File: src/hw/rtl/masked_dense_to_coo_compactor_macros.svh
// Assertion macros shared by the dense-to-COO compactor RTL.
// Each macro expects clk and rst to be in scope where it is used.
`ifndef MASKED_DENSE_TO_COO_COMPACTOR_MACROS_SVH
`define MASKED_DENSE_TO_COO_COMPACTOR_MACROS_SVH

// same-cycle implication
`define MDC_ASSERT_NOW(label, ante, cons, msg) \
  label: assert property (@(posedge clk) disable iff (rst) (ante) |-> (cons)) \
    else $error(msg);

// next-cycle implication
`define MDC_ASSERT_NEXT(label, ante, cons, msg) \
  label: assert property (@(posedge clk) disable iff (rst) (ante) |=> (cons)) \
    else $error(msg);

`endif

File: src/hw/rtl/mdc_pkg.sv
// Types, constants and helpers for the dense-to-COO compactor.
// No dependencies; used by mdc_lane, mdc_merge and the top level.
package mdc_pkg;

  localparam int LANES_MAX = 4;

  localparam logic [16:0] MAX_COLS = 17'd65536;
  localparam logic [16:0] MAX_ROWS = 17'd65536;
  localparam logic [16:0] RESET_COUNT = 17'd64;

  localparam logic [1:0] CFG_NUM_COLS = 2'd0;
  localparam logic [1:0] CFG_NUM_ROWS = 2'd1;

  typedef struct packed {
    logic        keep;
    logic [15:0] col;
  } lane_res_t;

  typedef struct packed {
    logic [LANES_MAX-1:0][31:0] vals;
    logic [LANES_MAX-1:0][15:0] cols;
    logic [2:0]                 kept_count;
    logic [31:0]                write_base;
    logic [15:0]                row_index;
    logic                       row_end;
  } res_t;

  // zero acts as one, anything above the maximum acts as the maximum
  function automatic logic [16:0] clamp_count(input logic [16:0] v, input logic [16:0] hi);
    logic [16:0] r;
    if (v == 17'd0) begin
      r = 17'd1;
    end else if (v > hi) begin
      r = hi;
    end else begin
      r = v;
    end
    return r;
  endfunction

endpackage

File: src/hw/rtl/mdc_lane.sv
// One element lane: column of the element and its keep decision.
// Depends on mdc_pkg.
module mdc_lane (
  input  logic              lane_en,
  input  logic [1:0]        lane_idx,
  input  logic [15:0]       col_base,
  input  logic [16:0]       num_cols,
  input  logic [7:0]        mask,
  output mdc_pkg::lane_res_t res
);
  import mdc_pkg::*;

  logic [16:0] col;

  assign col      = {1'b0, col_base} + {15'b0, lane_idx};
  assign res.keep = lane_en && (col < num_cols) && (mask != 8'd0);
  assign res.col  = col[15:0];

endmodule

File: src/hw/rtl/mdc_merge.sv
// Packs kept lanes into the low result slots in column order.
// Depends on mdc_pkg.
module mdc_merge (
  input  mdc_pkg::lane_res_t [mdc_pkg::LANES_MAX-1:0]        lanes,
  input  logic [mdc_pkg::LANES_MAX-1:0][31:0]                values,
  output logic [2:0]                                         kept_count,
  output logic [mdc_pkg::LANES_MAX-1:0][15:0]                cols,
  output logic [mdc_pkg::LANES_MAX-1:0][31:0]                vals
);
  import mdc_pkg::*;

  always_comb begin
    logic [2:0] cnt;
    cnt  = 3'd0;
    cols = '0;
    vals = '0;
    for (int i = 0; i < LANES_MAX; i++) begin
      if (lanes[i].keep) begin
        cols[cnt[1:0]] = lanes[i].col;
        vals[cnt[1:0]] = values[i];
        cnt = cnt + 3'd1;
      end
    end
    kept_count = cnt;
  end

endmodule

File: src/hw/rtl/masked_dense_to_coo_compactor.sv
// Dense-to-COO compactor: takes four-element chunks of a row-major matrix
// and gives one result per chunk with the kept elements packed to the low
// lanes, their row and column indices, and the running COO write position.
// One chunk is accepted every cycle while s_tready is high; its result goes
// to the output register, or to the skid register when the output is full
// and stalled, so the skid holds one more result. num_cols and num_rows take
// effect for the next chunk; there is no clearing pass after reset.
// Depends on mdc_pkg, mdc_lane, mdc_merge and the macros header.
module masked_dense_to_coo_compactor #(
  parameter int LANES = 4
) (
  input  logic         clk,
  input  logic         rst,
  input  logic         s_tvalid,
  output logic         s_tready,
  // value_0, value_1, value_2, value_3, mask_0, mask_1, mask_2, mask_3
  input  logic [159:0] s_tdata,
  output logic         m_tvalid,
  input  logic         m_tready,
  // row_index, write_base, kept_count, col_out_0..3, val_out_0..3, 5 zero bits
  output logic [247:0] m_tdata,
  output logic         m_tlast,
  input  logic         cfg_valid,
  output logic         cfg_ready,
  input  logic [1:0]   cfg_index,
  input  logic [16:0]  cfg_data
);
  import mdc_pkg::*;

  logic [16:0] num_cols;
  logic [16:0] num_rows;
  logic [15:0] current_row;
  logic [15:0] current_col;
  logic [31:0] kept_total;

  logic        s_accept;
  logic        m_take;
  logic        row_end;
  logic        matrix_end;
  logic [16:0] row_inc;
  logic [16:0] col_inc;

  lane_res_t [LANES_MAX-1:0]   lane_res;
  logic [LANES_MAX-1:0][31:0]  values;
  logic [2:0]                  kept_count;
  logic [LANES_MAX-1:0][15:0]  cols;
  logic [LANES_MAX-1:0][31:0]  vals;
  res_t                        res_new;

  res_t out_res;
  res_t skid_res;
  logic out_valid;
  logic skid_valid;

  assign cfg_ready = 1'b1;
  assign s_tready  = !skid_valid;
  assign s_accept  = s_tvalid && s_tready;
  assign m_take    = out_valid && m_tready;

  genvar gi;
  generate
    for (gi = 0; gi < LANES_MAX; gi++) begin : g_lane
      assign values[gi] = s_tdata[32*gi +: 32];
      mdc_lane u_lane (
        .lane_en  (gi < LANES),
        .lane_idx (2'(gi)),
        .col_base (current_col),
        .num_cols (num_cols),
        .mask     (s_tdata[128 + 8*gi +: 8]),
        .res      (lane_res[gi])
      );
    end
  endgenerate

  mdc_merge u_merge (
    .lanes      (lane_res),
    .values     (values),
    .kept_count (kept_count),
    .cols       (cols),
    .vals       (vals)
  );

  assign col_inc    = {1'b0, current_col} + 17'(LANES);
  assign row_inc    = {1'b0, current_row} + 17'd1;
  assign row_end    = col_inc >= num_cols;
  assign matrix_end = row_inc >= num_rows;

  always_comb begin
    res_new.vals       = vals;
    res_new.cols       = cols;
    res_new.kept_count = kept_count;
    res_new.write_base = kept_total;
    res_new.row_index  = current_row;
    res_new.row_end    = row_end;
  end

  // configuration, stored already clamped
  always_ff @(posedge clk) begin
    if (rst) begin
      num_cols <= RESET_COUNT;
      num_rows <= RESET_COUNT;
    end else if (cfg_valid && cfg_ready) begin
      unique case (cfg_index)
        CFG_NUM_COLS: num_cols <= clamp_count(cfg_data, MAX_COLS);
        CFG_NUM_ROWS: num_rows <= clamp_count(cfg_data, MAX_ROWS);
        default: ;
      endcase
    end
  end

  // row / column / write position counters
  always_ff @(posedge clk) begin
    if (rst) begin
      current_row <= 16'd0;
      current_col <= 16'd0;
      kept_total  <= 32'd0;
    end else if (s_accept) begin
      if (row_end) begin
        current_col <= 16'd0;
        if (matrix_end) begin
          current_row <= 16'd0;
          kept_total  <= 32'd0;
        end else begin
          current_row <= row_inc[15:0];
          kept_total  <= kept_total + {29'd0, kept_count};
        end
      end else begin
        current_col <= col_inc[15:0];
        kept_total  <= kept_total + {29'd0, kept_count};
      end
    end
  end

  // output register plus skid
  always_ff @(posedge clk) begin
    if (rst) begin
      out_valid  <= 1'b0;
      skid_valid <= 1'b0;
    end else begin
      priority if (m_take && skid_valid) begin
        skid_valid <= 1'b0;
      end else if (m_take) begin
        out_valid <= s_accept;
      end else if (s_accept && out_valid) begin
        skid_valid <= 1'b1;
      end else if (s_accept) begin
        out_valid <= 1'b1;
      end
    end
  end

  always_ff @(posedge clk) begin
    priority if (m_take && skid_valid) begin
      out_res <= skid_res;
    end else if (s_accept && (m_take || !out_valid)) begin
      out_res <= res_new;
    end else if (s_accept) begin
      skid_res <= res_new;
    end
  end

  assign m_tvalid = out_valid;
  assign m_tlast  = out_res.row_end;
  assign m_tdata  = {5'd0,
                     out_res.vals[3], out_res.vals[2], out_res.vals[1], out_res.vals[0],
                     out_res.cols[3], out_res.cols[2], out_res.cols[1], out_res.cols[0],
                     out_res.kept_count, out_res.write_base, out_res.row_index};

`include "masked_dense_to_coo_compactor_macros.svh"

  `MDC_ASSERT_NOW(a_skid_needs_out, skid_valid, out_valid, "skid full with empty output")
  `MDC_ASSERT_NOW(a_kept_bound, out_valid, out_res.kept_count <= 3'(LANES), "kept_count too big")
  `MDC_ASSERT_NEXT(a_row_end_col, s_accept && row_end, current_col == 16'd0, "col not cleared")
  `MDC_ASSERT_NEXT(a_col_step, s_accept && !row_end, current_col == $past(col_inc[15:0]), "bad col step")
  `MDC_ASSERT_NEXT(a_matrix_wrap, s_accept && row_end && matrix_end, (current_row == 16'd0) && (kept_total == 32'd0), "matrix wrap missed")

endmodule
File: config.mk
export PLATFORM = sky130hd
export DESIGN_NAME = masked_dense_to_coo_compactor
export DESIGN_NICKNAME = d
export VERILOG_FILES = /design/src/hw/rtl/mdc_pkg.sv /design/src/hw/rtl/mdc_lane.sv /design/src/hw/rtl/mdc_merge.sv /design/src/hw/rtl/masked_dense_to_coo_compactor.sv
export VERILOG_INCLUDE_DIRS = /design/src /design/src/hw/rtl
export SDC_FILE = /design/constraint.sdc
export NUM_CORES = 1
export LEC_CHECK = 0
export BUFFER_PORTS_ARGS = -buffer_cell sky130_fd_sc_hd__buf_2
export CORE_ASPECT_RATIO = 1.75
export CORE_MARGIN = 2
export CORE_UTILIZATION = 45
export DETAILED_ROUTE_END_ITERATION = 6
export MAX_ROUTING_LAYER = met4
export PLACE_DENSITY = 0.65
export SLEW_MARGIN = 20
export SYNTH_ARGS = -nofsm -noshare
export SYNTH_HDL_FRONTEND = slang
export SYNTH_SLANG_ARGS = --single-unit
File: constraint.sdc
create_clock -name clk -period 20.9 [get_ports clk]
set_input_delay 6.27 -clock clk [delete_from_list [all_inputs] [get_ports clk]]
set_output_delay 6.27 -clock clk [all_outputs]
set_load 0.05 [all_outputs]
==> metrics, run 1 <==
outcome=complete, no violations; Min-Delay Path Class=flop to flop; largest net degree at the start of global routing=84; DRT antenna net count=0; Register Area=around 17000 um^2; LEAKAGE=12.6 nW; root buf cell=clkbuf_16; Power Density=approximately 88 nW/um^2; Arrival @ worst endpoint=between 10 and 15 ns; Final setup viols=0; Mapped Cells=2638; type of the worst setup path=input pin to flop; Post-synth ARST share=0%; Post-synth top flop=edfxtp_1; Vias/cell=about 6; pins over their slew limit=0; final hold vios=0; Num CTS Buffers=54; Worst Setup Start Kind=input pin; Fmax=between 80 and 90 MHz; Post-synth EDFFs=488; RSZ-0062 raised after global routing=no; DRT iter0 DRCs=2067; Detailed Routing Iterations Pass 1=7; Die X=194 um; max incr delay on CP=about 0.93 ns; grt total ovfl=0; period utilization=58.0%; DRC Markers=0; cell breakdown of the critical path=buf_2 -> nor4_1 -> a21oi_1 -> o21ai_0 -> nor3_4 -> buf_4 -> inv_1 -> ha_1 -> inv_1 -> a2111oi_0 -> and2_2 -> buf_4 -> nor2_1 -> ha_1 -> nand3_1 -> o31ai_1 -> inv_1 -> fa_1 -> nand2b_1 -> a2111oi_2 -> nand4_1 -> nor2_1 -> xnor2_1 -> nor2_1; top cells by area, synth=edfxtp_1 (52%), dfxtp_1 (6.9%), nand2_1 (5.8%); reg2reg setup slack=13.20 ns; fin crit period=between 10 and 15 ns; CP Max Fanout=39; Routed WL=88500 um; area leader, netlist=edfxtp_1; nets=3213; clock slew at reported path FFs=0.06 ns; WL per Instance=23.3 um; slew margin rel.=22.0%; post-CTS setup buffer count=0; Die Y=roughly 340 um; CTS tree=built; number of max-cap violations=0; IO Pins=~440; CP max stage cell=a2111oi_2; initial core utilization=45.5%; post-synth cell types=78; yosys warns=0; clock tree buffer depth=3; post_cts resized=0; # rows=around 120; fillers=5540; share of the synthesized area in the top cell type=between 50% and 60%; Fin Setup TNS=0 ns; Synth Register Bits=between 500 and 600; Buf+Inv Stages, Crit Path=6; Worst-Margin Slew=between 1 and 1.5 ns; DP Area=around 31000 um^2; DIE AREA=65200 um^2; placer congestion estimate=0.878; cts hold-fix bufs=0; commonest cells in the netlist=edfxtp_1 (488), nand2_1 (438), nand3_1 (166); Clock Skews=0.0178 ns; Worst EP required=between 20 and 25 ns; Clock Latency Late Sink=0.61 ns; layout cells sized above 1=20.6%; overall power=2.87 mW; final HPWL from detailed placement=between 50000 and 60000 um; vias in the first global route=22200; final std cell area, no fill=32600 um^2; first-pass GRT wire length=133000 um; via count=22800; H-Tree Depth=2; crit path capture type=flop; GRT Total Usage=27.0%; Sink Count=586; antenna violations before repair=7; CORE AREA=62400 um^2; post-synthesis cell area=28400 um^2; cell with the most instances after synthesis=edfxtp_1; Crit path max-delay family=compound AO/OA/AOI/OAI gates; Multi-input gate area=around 11000 um^2; port bufs=429; Area growth syn-to-layout=14.9%; Peak VDD IR=a little over 70 uV; sequential-to-total area share from yosys stat=58.5%; Syn Area/Cell=10.8 um^2; final hold slack=0.455 ns
[where the power goes]
group	total (mW)	switching (mW)	internal (mW)
Clock	0.955	0.445	0.510
Combinational	0.537	0.406	0.131
Sequential	1.38	0.0285	1.35
Total	2.87	0.880	1.99
[through the flow]
stage	cells	utilization, %	setup WS (ns)
finish	3794	52.3	8.77
global route	3793	52.3	8.27
CTS	3786	52.3	8.79
detailed placement	3686	49.6	8.14
global placement	3686	49.6	8.31
floorplan	2643	-	1.41
[metal layers]
layer,vias up,global-route usage [%],part of all wire [%]
met5,-,-,0
met4,0,12.2,4.5
met3,218,4.41,7.0
met2,1051,47.6,52
met1,11100,30.2,37
li1,10400,-,-
[flip-flops by register name, indices dropped and copies added, names as in the netlist]
name and flops:
current_col 14, current_row 16, kept_total 32, m_tdata 243
m_tlast 1, m_tvalid 1, num_cols 17, num_rows 17
skid_res 244, skid_valid 1
[worst reg2reg max path, cell delays in order (launching register included)]
cell and delay, ns:
dfxtp_1 0.50, inv_1 0.28, ha_1 0.37, or3_1 0.35
a2111oi_2 0.46, a211oi_1 0.24, and2_4 0.40, inv_1 0.13
ha_1 0.15, inv_1 0.04, a2111oi_0 0.56, and2_2 0.25
buf_4 0.64, nor2_1 0.19, ha_1 0.33, nand3_1 0.06
o31ai_1 0.17, inv_1 0.13, fa_1 0.43, nand2b_1 0.21
a2111oi_2 0.93, nand4_1 0.33, nor2_1 0.21, xnor2_1 0.14
nor2_1 0.06
[placed cells by master (no fill, tap or decap), types with 8 or more instances in the layout]
cell type and instances:
o21ai_1 61, a221oi_2 30, a21oi_1 98, nor4_1 13
buf_4 29, and3_1 19, o2bb2ai_1 33, a32o_1 9
clkbuf_1 12, clkinv_1 12, a22o_1 36, nor3_1 16
nand3_1 165, inv_1 68, a21o_1 8, edfxtp_1 488
nor2_1 145, xnor2_1 32, diode_2 8, a2bb2oi_1 32
clkbuf_16 54, nand4_1 86, a31oi_1 73, a211oi_1 8
xor2_1 26, o21ai_0 155, a22oi_1 33, buf_2 429
dfxtp_1 98, ha_1 84, nor2b_1 40, nand2_1 433
clkinv_2 9
[cells by family after synthesis]
logic type      synth area share [%]
simple gates                    16.0
compound gates                  15.3
flops                           58.5
buf+inv                         4.29
fa+ha+maj                       3.84
xor+xnor                        1.79
mux                            0.277
other cells                   0.0264
[worst paths after layout]
| check | cells after the start | start | to |
|---|---|---|---|
| worst max register to register | 24 | current_col[2] | kept_total[24] |
| worst max-delay path | 24 | s_tdata[137] | kept_total[24] |
| worst min register to register | 2 | num_cols[7] | num_cols[7] |
| worst min-delay path | 2 | num_cols[7] | num_cols[7] |
[final cells by class]
type,count,area share [%]
clock buffers,68,4.36
flip-flops and latches,586,50.9
diodes,8,0.0613
well taps,799,3.06
inverters,72,0.828
repair buffers,460,7.31
multi-input cells,1769,32.8
clock inverters,32,0.717
(Power assumes the default switching activity.)
==> inputs of run 2 (changes only) <==
--- a/config.mk
+++ b/config.mk
@@ -12,7 +12,7 @@
 export CORE_UTILIZATION = 45
 export DETAILED_ROUTE_END_ITERATION = 6
 export MAX_ROUTING_LAYER = met4
-export PLACE_DENSITY = 0.65
+export PLACE_DENSITY = 0.67
 export SLEW_MARGIN = 20
 export SYNTH_ARGS = -nofsm -noshare
 export SYNTH_HDL_FRONTEND = slang
==> constraint.sdc (replaced) <==
create_clock -name clk -period 10 [get_ports clk]
set_input_delay 3 -clock clk [delete_from_list [all_inputs] [get_ports clk]]
set_output_delay 3 -clock clk [all_outputs]
set_load 0.05 [all_outputs]
==> run 2 against run 1 <==
Net effect: the run now ends with design-rule violations left; final area increased by 0.44%; utilization increased by 0.23 points; flip-flop and latch count unchanged; die area unchanged; count of clock-buffer cells in the layout decreased by 1; register-to-register slack got worse by 9.9 ns; clock skew increased by 0.013 ns; critical path type unchanged.
==> metrics, run 2 (synthesis results as in run 1) <==
final hold slack=0.455 ns (+0.000213 ns); H-Tree Depth=2 (unchanged); CTS tree=built; Min-Delay Path Class=flop to flop; Clock Latency Late Sink=0.65 ns (+0.04 ns); DP Area=31000 um^2 (about the same); DP Worst Slack=1.44 ns (-6.70 ns); pins over their slew limit=0 (unchanged); Final setup viols=0 (unchanged); Clock Skews=0.0311 ns (+0.0133 ns); Layout Utilization=52.6% (+0.23 points); Net Sw Frac=30.8% (+0.15 points); Register Area=16600 um^2 (unchanged); final HPWL from detailed placement=57500 um (-0.72%); fillers=5546 (+0.11%); final hold vios=0 (unchanged); Worst Setup Start Kind=input pin; post_cts resized=0 (unchanged); Fmax=about 130 MHz; Arrival @ worst endpoint=8.41 ns (-4.19 ns); Worst-Margin Slew=1.13 ns (-0.0415 ns); port bufs=429 (unchanged); CP Max Fanout=18 (-54%); cts hold-fix bufs=0 (unchanged); commonest cells after routing, fill and taps aside=edfxtp_1 (488), nand2_1 (433), buf_2 (429); Top reg by flops=skid_res; part of the power in registers=47.2% (-0.9 points); vias in the first global route=22500 (+1.3%); overall power=6.12 mW (+110%); initial core utilization=45.5% (unchanged); slew margin rel.=24.9% (+2.9 points); failing checks=design-rule violations; period utilization=79.0%; placer congestion estimate=0.933 (+6.2%); DRC Markers=3 (+3); total net switching power=1.88 mW (+110%); power share of the combinational group=18.4% (-0.3 points); number of max-cap violations=0 (unchanged); CORE AREA=62400 um^2 (unchanged); Worst Slack Setup Final=2.10 ns (-6.67 ns); Num CTS Buffers=54 (unchanged); Routed WL=88300 um (-0.24%); Multi-input gate area=10700 um^2 (about the same); clock slew at reported path FFs=0.07 ns (about the same); Area growth syn-to-layout=15.4%; post-CTS setup buffer count=0 (unchanged); Cells after DPL=3682 (-0.11%); first-pass GRT wire length=132000 um (-0.54%); Die X=194 um (unchanged); Int Pwr=4.23 mW (+110%); Die Y=336 um (unchanged); GRT Total Usage=27.0% (about the same); Clk pwr share=34.4% (+1.2 points); # rows=121 (unchanged); grt total ovfl=0 (unchanged); IO Pins=436 (unchanged); Peak VDD IR=184 uV (+150%); Fin Setup TNS=0 ns (unchanged); Vias/cell=6.04 (+0.65%); nets=3209 (-0.12%); largest net degree at the start of global routing=198 (+140%); commonest non-fill, non-tap cell in the layout=edfxtp_1; root buf cell=clkbuf_16; outcome=finished with violations; final std cell area, no fill=32800 um^2 (+0.44%); DIE AREA=65200 um^2 (unchanged); Post-Layout Cell Count=3791 (-0.079%); crit path capture type=flop; max reg flops=244 (unchanged); Detailed Routing Iterations Pass 1=7 (unchanged); Power Density=187 nW/um^2 (+110%); type of the worst setup path=input pin to flop; layout cells sized above 1=20.7% (+0.081 points); RSZ-0062 raised after global routing=no; via count=22900 (+0.57%); DRT antenna net count=0 (unchanged); Sink Count=586 (unchanged); fin crit period=7.90 ns; DRT iter0 DRCs=2038 (-1.4%); antenna violations before repair=6 (-1); LEAKAGE=12.7 nW (+0.40%); Worst EP required=10.51 ns (-10.86 ns); clock tree buffer depth=3 (unchanged); WL per Instance=23.3 um (-0.17%)
run 2: path summary, 6_finish.rpt:
check	start	endpoint	slack, ns	cells past startpoint
setup / recovery	s_tdata[133]	kept_total[26]	2.10	22
hold / removal	num_cols[15]	num_cols[15]	0.45	2
setup reg to reg	current_col[2]	kept_total[26]	3.35	23
hold reg to reg	num_cols[15]	num_cols[15]	0.45	2
run 2: per-layer routing:
metal	up-vias	part of all wire, %	global-route usage, %
met5	-	0	-
met4	0	5.3	13.7
met3	276	7.7	5.03
met2	1183	52	47.7
met1	11000	35	29.1
li1	10400	-	-
run 2: power groups by stage:
stage	logic (mW)	clock network, mW	registers (mW)
after floorplan	0.429	0	3.28
after global placement	1.10	0	2.93
after detailed placement	1.12	0	2.94
after CTS	1.12	2.15	2.89
after global routing	1.19	2.23	2.89
final	1.13	2.10	2.89
run 2: area by class of cell:
| type | instances | area share (%) |
|---|---|---|
| Timing Repair Buffer | 456 | 7.34 |
| Multi-Input combinational cell | 1769 | 32.6 |
| Inverter | 72 | 0.824 |
| Sequential cell | 586 | 50.7 |
| Clock inverter | 35 | 0.962 |
| Clock buffer | 67 | 4.45 |
| Tap cell | 799 | 3.05 |
| Antenna cell | 7 | 0.0534 |
run 2: worst max-delay path, stage by stage:
cell and delay, ns:
buf_2 0.09, or4_1 0.51, nor2_1 0.20, a211oi_1 0.12
and2_4 0.31, inv_1 0.09, ha_1 0.14, inv_1 0.04
a2111oi_0 0.62, and2_2 0.27, nor2_1 0.07, ha_1 0.29
nand3_1 0.06, o31ai_1 0.21, inv_1 0.14, fa_1 0.43
nand2b_1 0.20, a2111oi_2 0.86, nand4_1 0.32, nor2_1 0.23
xnor2_1 0.14, nor2_1 0.07
